`src/acr_pkg.sv`:
```
`timescale 1ns / 1ps
// ----------------------------------------------------------------------------
// ARP cache responder package
// Shared constants, result codes and the token that walks the cell chain.
// ----------------------------------------------------------------------------
package acr_pkg;

    localparam int DEF_TABLE_ENTRIES = 16;

    localparam int IP_W       = 32;
    localparam int MAC_W      = 48;
    localparam int FLEN_W     = 11;
    localparam int OPER_W     = 16;
    localparam int KIND_W     = 2;
    localparam int CFG_IDX_W  = 8;
    localparam int CFG_DATA_W = 48;

    localparam logic [FLEN_W-1:0]    MIN_FRAME_BYTES = 11'd42;
    localparam logic [OPER_W-1:0]    OP_REQUEST      = 16'd1;
    localparam logic                 OPC_PACKET      = 1'b0;
    localparam logic [CFG_IDX_W-1:0] REG_OWN_IP      = 8'd0;

    localparam logic [KIND_W-1:0] KIND_HIT   = 2'd0;
    localparam logic [KIND_W-1:0] KIND_MISS  = 2'd1;
    localparam logic [KIND_W-1:0] KIND_REPLY = 2'd2;

    localparam logic [1:0] MODE_SEARCH    = 2'd0;
    localparam logic [1:0] MODE_UPDATE    = 2'd1;
    localparam logic [1:0] MODE_FILL      = 2'd2;
    localparam logic [1:0] MODE_OVERWRITE = 2'd3;

    typedef struct packed {
        logic             act;
        logic [1:0]       mode;
        logic [IP_W-1:0]  key;
        logic [MAC_W-1:0] mac;
        logic             taken;
        logic             free;
    } t_tok;

endpackage

```
`src/acr_cell.sv`:
```
`timescale 1ns / 1ps
// ----------------------------------------------------------------------------
// ARP cache cell
// Holds one table entry; checks or writes it as the token passes by.
// ----------------------------------------------------------------------------
module acr_cell (
    input  logic          i_clk,
    input  logic          i_rst_n,
    input  acr_pkg::t_tok i_tok,
    output acr_pkg::t_tok o_tok
);

    logic                      r_valid;
    logic [acr_pkg::IP_W-1:0]  r_ip;
    logic [acr_pkg::MAC_W-1:0] r_mac;
    acr_pkg::t_tok             r_tok;
    acr_pkg::t_tok             n_tok;
    logic                      w_match;
    logic                      w_wr;

    assign w_match = r_valid && (r_ip == i_tok.key);

    always_comb begin
        n_tok = i_tok;
        w_wr  = 1'b0;
        if (i_tok.act) begin
            case (i_tok.mode)
                acr_pkg::MODE_SEARCH: begin
                    if (w_match && !i_tok.taken) begin
                        n_tok.taken = 1'b1;
                        n_tok.mac   = r_mac;
                    end
                    if (!r_valid) begin
                        n_tok.free = 1'b1;
                    end
                end
                acr_pkg::MODE_UPDATE: begin
                    if (w_match && !i_tok.taken) begin
                        w_wr        = 1'b1;
                        n_tok.taken = 1'b1;
                    end
                end
                acr_pkg::MODE_FILL: begin
                    if (!r_valid && !i_tok.taken) begin
                        w_wr        = 1'b1;
                        n_tok.taken = 1'b1;
                    end
                end
                acr_pkg::MODE_OVERWRITE: begin
                    if (!i_tok.taken) begin
                        w_wr        = 1'b1;
                        n_tok.taken = 1'b1;
                    end
                end
                default: begin
                    n_tok = i_tok;
                end
            endcase
        end
    end

    always_ff @(posedge i_clk) begin
        r_tok <= n_tok;
        if (!i_rst_n) begin
            r_tok.act <= 1'b0;
        end
    end

    always_ff @(posedge i_clk) begin
        if (!i_rst_n) begin
            r_valid <= 1'b0;
        end else if (w_wr) begin
            r_valid <= 1'b1;
        end
    end

    always_ff @(posedge i_clk) begin
        if (w_wr) begin
            r_ip  <= i_tok.key;
            r_mac <= i_tok.mac;
        end
    end

    assign o_tok = r_tok;

endmodule

```
`src/arp_cache_responder.sv`:
```
`timescale 1ns / 1ps
// Lookup: search pass, then the result is loaded into the output register once it is free;
// ready returns as the result is loaded. Learning packet: search pass, then write pass;
// with a reply the reply is loaded after the write pass, else ready returns after it.
// Short packet or zero sender without reply: next accept in the cycle after accept;
// zero sender with reply: the reply is loaded with no pass. One transaction at a time.
// Synchronous active-low reset clears all entry valid marks and own_ip.
// ----------------------------------------------------------------------------
// ARP cache responder
// Learns sender address pairs into a chain of cells and answers lookups and
// requests aimed at our own address.
// ----------------------------------------------------------------------------
module arp_cache_responder #(
    parameter int TABLE_ENTRIES = acr_pkg::DEF_TABLE_ENTRIES
) (
    input  logic                           i_clk,
    input  logic                           i_rst_n,
    input  logic                           i_valid,
    output logic                           o_ready,
    input  logic                           i_opcode,
    input  logic [acr_pkg::FLEN_W-1:0]     i_frame_length,
    input  logic [acr_pkg::OPER_W-1:0]     i_arp_operation,
    input  logic [acr_pkg::IP_W-1:0]       i_sender_ip,
    input  logic [acr_pkg::MAC_W-1:0]      i_sender_mac,
    input  logic [acr_pkg::IP_W-1:0]       i_tgt_ip,
    input  logic [acr_pkg::IP_W-1:0]       i_query_ip,
    output logic                           o_valid,
    input  logic                           i_ready,
    output logic [acr_pkg::KIND_W-1:0]     o_result_kind,
    output logic [acr_pkg::MAC_W-1:0]      o_peer_mac,
    output logic [acr_pkg::IP_W-1:0]       o_peer_ip,
    input  logic                           i_cfg_valid,
    output logic                           o_cfg_ready,
    input  logic [acr_pkg::CFG_IDX_W-1:0]  i_cfg_index,
    input  logic [acr_pkg::CFG_DATA_W-1:0] i_cfg_data
);

    localparam logic [1:0] ST_IDLE   = 2'd0;
    localparam logic [1:0] ST_SEARCH = 2'd1;
    localparam logic [1:0] ST_WRITE  = 2'd2;
    localparam logic [1:0] ST_DONE   = 2'd3;

    logic [1:0]                 r_state;
    logic [1:0]                 n_state;
    logic                       r_lookup;
    logic [acr_pkg::IP_W-1:0]   r_key;
    logic [acr_pkg::MAC_W-1:0]  r_mac;
    logic                       r_reply;
    logic                       r_hit;
    logic [acr_pkg::MAC_W-1:0]  r_hit_mac;
    logic [acr_pkg::IP_W-1:0]   r_own_ip;
    acr_pkg::t_tok              r_head;
    acr_pkg::t_tok              n_head;
    logic                       r_out_valid;
    logic [acr_pkg::KIND_W-1:0] r_out_kind;
    logic [acr_pkg::MAC_W-1:0]  r_out_mac;
    logic [acr_pkg::IP_W-1:0]   r_out_ip;

    acr_pkg::t_tok              w_tok [TABLE_ENTRIES+1];
    logic [TABLE_ENTRIES:0]     w_act;
    acr_pkg::t_tok              w_tail;
    logic                       w_accept;
    logic                       w_pkt_ok;
    logic                       w_pkt_reply;
    logic                       w_load_out;
    logic                       w_latch_hit;

    assign o_ready     = (r_state == ST_IDLE);
    assign o_cfg_ready = 1'b1;
    assign w_accept    = i_valid && o_ready;
    assign w_pkt_ok    = (i_opcode == acr_pkg::OPC_PACKET)
                         && (i_frame_length >= acr_pkg::MIN_FRAME_BYTES);
    assign w_pkt_reply = (i_arp_operation == acr_pkg::OP_REQUEST)
                         && (i_tgt_ip == r_own_ip);
    assign w_load_out  = (r_state == ST_DONE) && (!r_out_valid || i_ready);

    assign w_tok[0] = r_head;
    assign w_tail   = w_tok[TABLE_ENTRIES];

    genvar g;
    generate
        for (g = 0; g < TABLE_ENTRIES; g++) begin : g_cell
            acr_cell u_cell (
                .i_clk   (i_clk),
                .i_rst_n (i_rst_n),
                .i_tok   (w_tok[g]),
                .o_tok   (w_tok[g+1])
            );
        end
        for (g = 0; g <= TABLE_ENTRIES; g++) begin : g_act
            assign w_act[g] = w_tok[g].act;
        end
    endgenerate

    always_comb begin
        n_state     = r_state;
        n_head      = r_head;
        n_head.act  = 1'b0;
        w_latch_hit = 1'b0;
        case (r_state)
            ST_IDLE: begin
                if (w_accept) begin
                    if (i_opcode != acr_pkg::OPC_PACKET) begin
                        n_head.act   = 1'b1;
                        n_head.mode  = acr_pkg::MODE_SEARCH;
                        n_head.key   = i_query_ip;
                        n_head.mac   = '0;
                        n_head.taken = 1'b0;
                        n_head.free  = 1'b0;
                        n_state      = ST_SEARCH;
                    end else if (w_pkt_ok && (i_sender_ip != '0)) begin
                        n_head.act   = 1'b1;
                        n_head.mode  = acr_pkg::MODE_SEARCH;
                        n_head.key   = i_sender_ip;
                        n_head.mac   = '0;
                        n_head.taken = 1'b0;
                        n_head.free  = 1'b0;
                        n_state      = ST_SEARCH;
                    end else if (w_pkt_ok && w_pkt_reply) begin
                        n_state = ST_DONE;
                    end
                end
            end
            ST_SEARCH: begin
                if (w_tail.act) begin
                    if (r_lookup) begin
                        w_latch_hit = 1'b1;
                        n_state     = ST_DONE;
                    end else begin
                        n_head.act   = 1'b1;
                        n_head.key   = r_key;
                        n_head.mac   = r_mac;
                        n_head.taken = 1'b0;
                        n_head.free  = 1'b0;
                        if (w_tail.taken) begin
                            n_head.mode = acr_pkg::MODE_UPDATE;
                        end else if (w_tail.free) begin
                            n_head.mode = acr_pkg::MODE_FILL;
                        end else begin
                            n_head.mode = acr_pkg::MODE_OVERWRITE;
                        end
                        n_state = ST_WRITE;
                    end
                end
            end
            ST_WRITE: begin
                if (w_tail.act) begin
                    n_state = r_reply ? ST_DONE : ST_IDLE;
                end
            end
            ST_DONE: begin
                if (w_load_out) begin
                    n_state = ST_IDLE;
                end
            end
            default: begin
                n_state = ST_IDLE;
            end
        endcase
    end

    always_ff @(posedge i_clk) begin
        if (!i_rst_n) begin
            r_state <= ST_IDLE;
        end else begin
            r_state <= n_state;
        end
    end

    always_ff @(posedge i_clk) begin
        r_head <= n_head;
        if (!i_rst_n) begin
            r_head.act <= 1'b0;
        end
    end

    // hold the transaction fields while the token walks the chain
    always_ff @(posedge i_clk) begin
        if (w_accept) begin
            r_lookup <= (i_opcode != acr_pkg::OPC_PACKET);
            r_key    <= (i_opcode != acr_pkg::OPC_PACKET) ? i_query_ip : i_sender_ip;
            r_mac    <= i_sender_mac;
            r_reply  <= w_pkt_reply;
        end
        if (w_latch_hit) begin
            r_hit     <= w_tail.taken;
            r_hit_mac <= w_tail.mac;
        end
    end

    always_ff @(posedge i_clk) begin
        if (!i_rst_n) begin
            r_own_ip <= '0;
        end else if (i_cfg_valid && o_cfg_ready && (i_cfg_index == acr_pkg::REG_OWN_IP)) begin
            r_own_ip <= i_cfg_data[acr_pkg::IP_W-1:0];
        end
    end

    always_ff @(posedge i_clk) begin
        if (!i_rst_n) begin
            r_out_valid <= 1'b0;
        end else if (w_load_out) begin
            r_out_valid <= 1'b1;
        end else if (i_ready) begin
            r_out_valid <= 1'b0;
        end
    end

    always_ff @(posedge i_clk) begin
        if (w_load_out) begin
            r_out_ip <= r_key;
            if (!r_lookup) begin
                r_out_kind <= acr_pkg::KIND_REPLY;
                r_out_mac  <= r_mac;
            end else if (r_hit) begin
                r_out_kind <= acr_pkg::KIND_HIT;
                r_out_mac  <= r_hit_mac;
            end else begin
                r_out_kind <= acr_pkg::KIND_MISS;
                r_out_mac  <= '0;
            end
        end
    end

    assign o_valid       = r_out_valid;
    assign o_result_kind = r_out_kind;
    assign o_peer_mac    = r_out_mac;
    assign o_peer_ip     = r_out_ip;

    a_one_token: assert property (@(posedge i_clk) disable iff (!i_rst_n)
        $countones(w_act) <= 1)
        else $error("more than one token in the cell chain");

    a_idle_empty: assert property (@(posedge i_clk) disable iff (!i_rst_n)
        o_ready |-> (w_act == '0))
        else $error("token in flight while accepting a transaction");

    a_tail_state: assert property (@(posedge i_clk) disable iff (!i_rst_n)
        w_tail.act |-> (r_state == ST_SEARCH || r_state == ST_WRITE))
        else $error("token left the chain outside a scan");

    a_done_load: assert property (@(posedge i_clk) disable iff (!i_rst_n)
        w_load_out |=> (o_valid && o_ready))
        else $error("result load did not present a result");

endmodule
```
`config.mk`:
```
export PLATFORM = sky130hd
export DESIGN_NAME = arp_cache_responder
export DESIGN_NICKNAME = d
export VERILOG_FILES = /design/src/acr_pkg.sv /design/src/acr_cell.sv /design/src/arp_cache_responder.sv
export SDC_FILE = /design/constraint.sdc
export NUM_CORES = 2
export LEC_CHECK = 0
export BUFFER_PORTS_ARGS = -buffer_cell sky130_fd_sc_hd__buf_2
export CORE_UTILIZATION = 55
export DETAILED_ROUTE_END_ITERATION = 7
export GPL_ROUTABILITY_DRIVEN = 0
export PLACE_DENSITY = 0.72
export SYNTH_ARGS = -nofsm -noshare
export SYNTH_HDL_FRONTEND = slang
export SYNTH_HIERARCHICAL = 1
export SYNTH_SLANG_ARGS = --single-unit
```
`constraint.sdc`:
```
create_clock -name i_clk -period 17.73 [get_ports i_clk]
set_input_delay 2.6595 -clock i_clk [delete_from_list [all_inputs] [get_ports i_clk]]
set_output_delay 2.6595 -clock i_clk [all_outputs]
set_load 0.05 [all_outputs]
```
==> run_results.csv <==
group,metric,value,unit
setup_path,crit_chain,"nor2_1, buf_2",
layout,multiInputGateArea,0.0218,mm2
detailed_routing,drt-total-wl,178,mm
placed_design,dp_hpwl,111,mm
setup_path,cp-start-kind,"flop",
sta,tightest_slew,1.17,ns
setup_path,worstPathMaxFanout,13,
clock_network,cts_tree,"yes",
setup_path,critical_path.top_delay_family,"simple AND/OR/NAND/NOR gates",
sta,skew,0.0702,ns
setup_path,critPathMaxStageDelay,0.47,ns
synthesis,yosys_warnings,6,
sta,period_share,27.3,%
run,drv_cap,0,
sta,slew-limit-headroom,22.0,%
layout,final_layout_size_suffix_gt1_share,24.9,%
clock_network,post_cts_buffers,0,
floorplanning,row_count,154,
synthesis,synth_area,0.0982,mm2
sta,final_max_slew_viol_count,0,
synthesis,syn_avg_cell_area,17.3,um2
power,fin_total_pwr,14.6,mW
layout,final_nets,6508,
sta,hold_viol,0,
sta,max_freq,207,MHz
sta,period_needed,4.84,ns
clock_network,cts_root_buffer,"clkbuf_16",
floorplanning,fp.dieArea,0.180,mm2
floorplanning,initial_core_util,55.6,%
hold_path,hold_depth,0,
clock_network,htreeDepth,5,
power,max-vdd-ir-drop,113,uV
setup_path,r2r_slack,13.41,ns
sta,setup-violations-final,0,
setup_path,rr_endpoint,"g_cell[14].u_cell/r_ip[14]$_DFFE_PP_",
global_route,grt_pass1_wl,274,mm
clock_network,clkTransAtPathRegs,0.06,ns
clock_network,postCtsHoldBufs,0,
sta,fin_setup_tns,0,ns
floorplanning,die_w,425,um
setup_path,critical_path_depth,2,
detailed_routing,dr.pass1.iters,8,
detailed_routing,ant_nets,0,
floorplanning,die_y,425,um
global_route,antenna_found_initial,19,
clock_network,clock_path_buffers,4,
setup_path,critPathBufInv,1,
synthesis,synth_cells,5684,
global_route,grt_pass1_vias,48000,
setup_path,r2r_start,"g_cell[14].u_cell/r_ip[17]$_DFFE_PP_",
clock_network,clock_latency,0.91,ns
floorplanning,coreArea,0.177,mm2
clock_network,numCtsBuffers,290,
setup_path,reg2reg_depth,7,
setup_path,slowest_stage,"nor2_1",
detailed_routing,drtIter0Drc,3023,
setup_path,crit_arrival,2.18,ns
detailed_routing,vias,46600,
detailed_routing,vias_per_cell,5.32,
setup_path,path_class,"reg2out",
global_route,grt_max_degree,81,
sta,rsz0062_at_grt,"false",
global_route,grt-ovfl-total,0,
power,total_leakage_power,42.4,nW
detailed_routing,routedWlPerCell,20.3,um
clock_network,clock_sinks,2953,
power,power_density,131,mW/mm2
hold_path,hp-start,"g_cell[12].u_cell/o_tok[64]$_DFF_P_",
clock_network,post_cts_resized,0,
floorplanning,ios,318,
setup_path,worstSetupEndpointType,"output pin",
layout,fill_cells,12100,
hold_path,worstHoldEndpoint,"g_cell[13].u_cell/o_tok[64]$_DFF_P_",
placed_design,port-buffer-count,299,
outcome,status,"complete, no violations",
hold_path,min_path_type,"reg2reg",
global_route,grtUsageTotal,19.7,%
detailed_routing,drc,0,
layout,syn_to_final_growth,13.8,%
layout,regArea,0.0749,mm2
setup_path,critPathRequiredTime,15.07,ns
[cell type report]
class                      count  area share (%)
multi-input combinational   2366            19.5
inverter                     244           0.821
antenna                       14          0.0314
tap                         2340            2.62
clock inverter                81           0.792
clock buffer                 426            7.62
timing repair buffer         340            1.61
sequential                  2953            67.0
[power breakdown]
| group | leakage [nW] | total [mW] | switching [mW] | internal, mW |
|---|---|---|---|---|
| clock | 4.58 | 5.98 | 2.40 | 3.59 |
| sequential | 25.9 | 8.02 | 0.313 | 7.71 |
| combinational | 11.9 | 0.597 | 0.271 | 0.326 |
[flip-flops by register name (all words and copies together), names as in the netlist]
signal,count
g_cell.u_cell/o_tok,1326
g_cell.u_cell/r_ip,512
g_cell.u_cell/r_mac,768
g_cell.u_cell/r_valid,16
o_peer_ip,32
o_peer_mac,48
o_result_kind,2
o_valid,1
r_head,83
r_hit,1
r_hit_mac,48
r_key,32
r_lookup,1
r_mac,48
r_own_ip,32
r_reply,1
r_state,2
[layer usage]
| layer | global-route usage [%] | vias to the layer above | part of all wire [%] |
|---|---|---|---|
| met5 | 0 | - | 0.010 |
| met4 | 7.11 | 4 | 3.1 |
| met3 | 4.29 | 348 | 5.8 |
| met2 | 31.4 | 1260 | 47 |
| met1 | 26.8 | 23300 | 45 |
| li1 | - | 21700 | - |
[worst register-to-register path, cell delays in order (launching register included)]
cell	delay, ns
edfxtp_1	0.37
nor2b_1	0.14
a2111oi_0	0.58
nand4_1	0.25
nor4_4	0.58
nand2_1	0.22
a21oi_4	0.87
buf_4	0.80
[placed cells by master, fill, tap and decap left out, types with 80 or more instances in the layout]
cell,n
buf_2,299
clkbuf_1,80
clkbuf_16,307
dfxtp_1,1378
edfxtp_1,1575
ha_1,80
inv_1,241
mux2_2,448
mux2_4,320
nand2_1,132
nor2_1,101
nor2b_1,162
xnor2_1,112
xor2_1,208
[per-stage QoR]
stage          hold slack [ns]  worst slack (ns)  util, %  instances  area [um2]
6_report                 0.327             12.89     63.2       8764      112000
5_1_grt                  0.335             12.82     63.2       8758      112000
4_1_cts                  0.325             12.80     63.2       8750      112000
3_5_place_dp             0.365             12.12     57.9       8243      102000
3_3_place_gp             0.365             12.13     57.9       8243      102000
2_1_floorplan            0.347             10.79        -       5688       98200
[worst max-delay path by stage]
stage | start | endpoint | slack [ns]
finish | r_state[0]$_SDFFE_PN0P_ | o_ready | 12.89
global route | r_state[0]$_SDFFE_PN0P_ | o_ready | 12.82
CTS | r_state[0]$_SDFFE_PN0P_ | o_ready | 12.80
detailed placement | i_sender_ip[25] | r_head[28]$_DFFE_PP_ | 12.12
global placement | i_sender_ip[25] | r_head[23]$_DFFE_PP_ | 12.13
floorplan | i_ready | o_peer_ip[0]$_DFFE_PP_ | 10.79
Note: power is estimated with default switching activity, not from simulation.
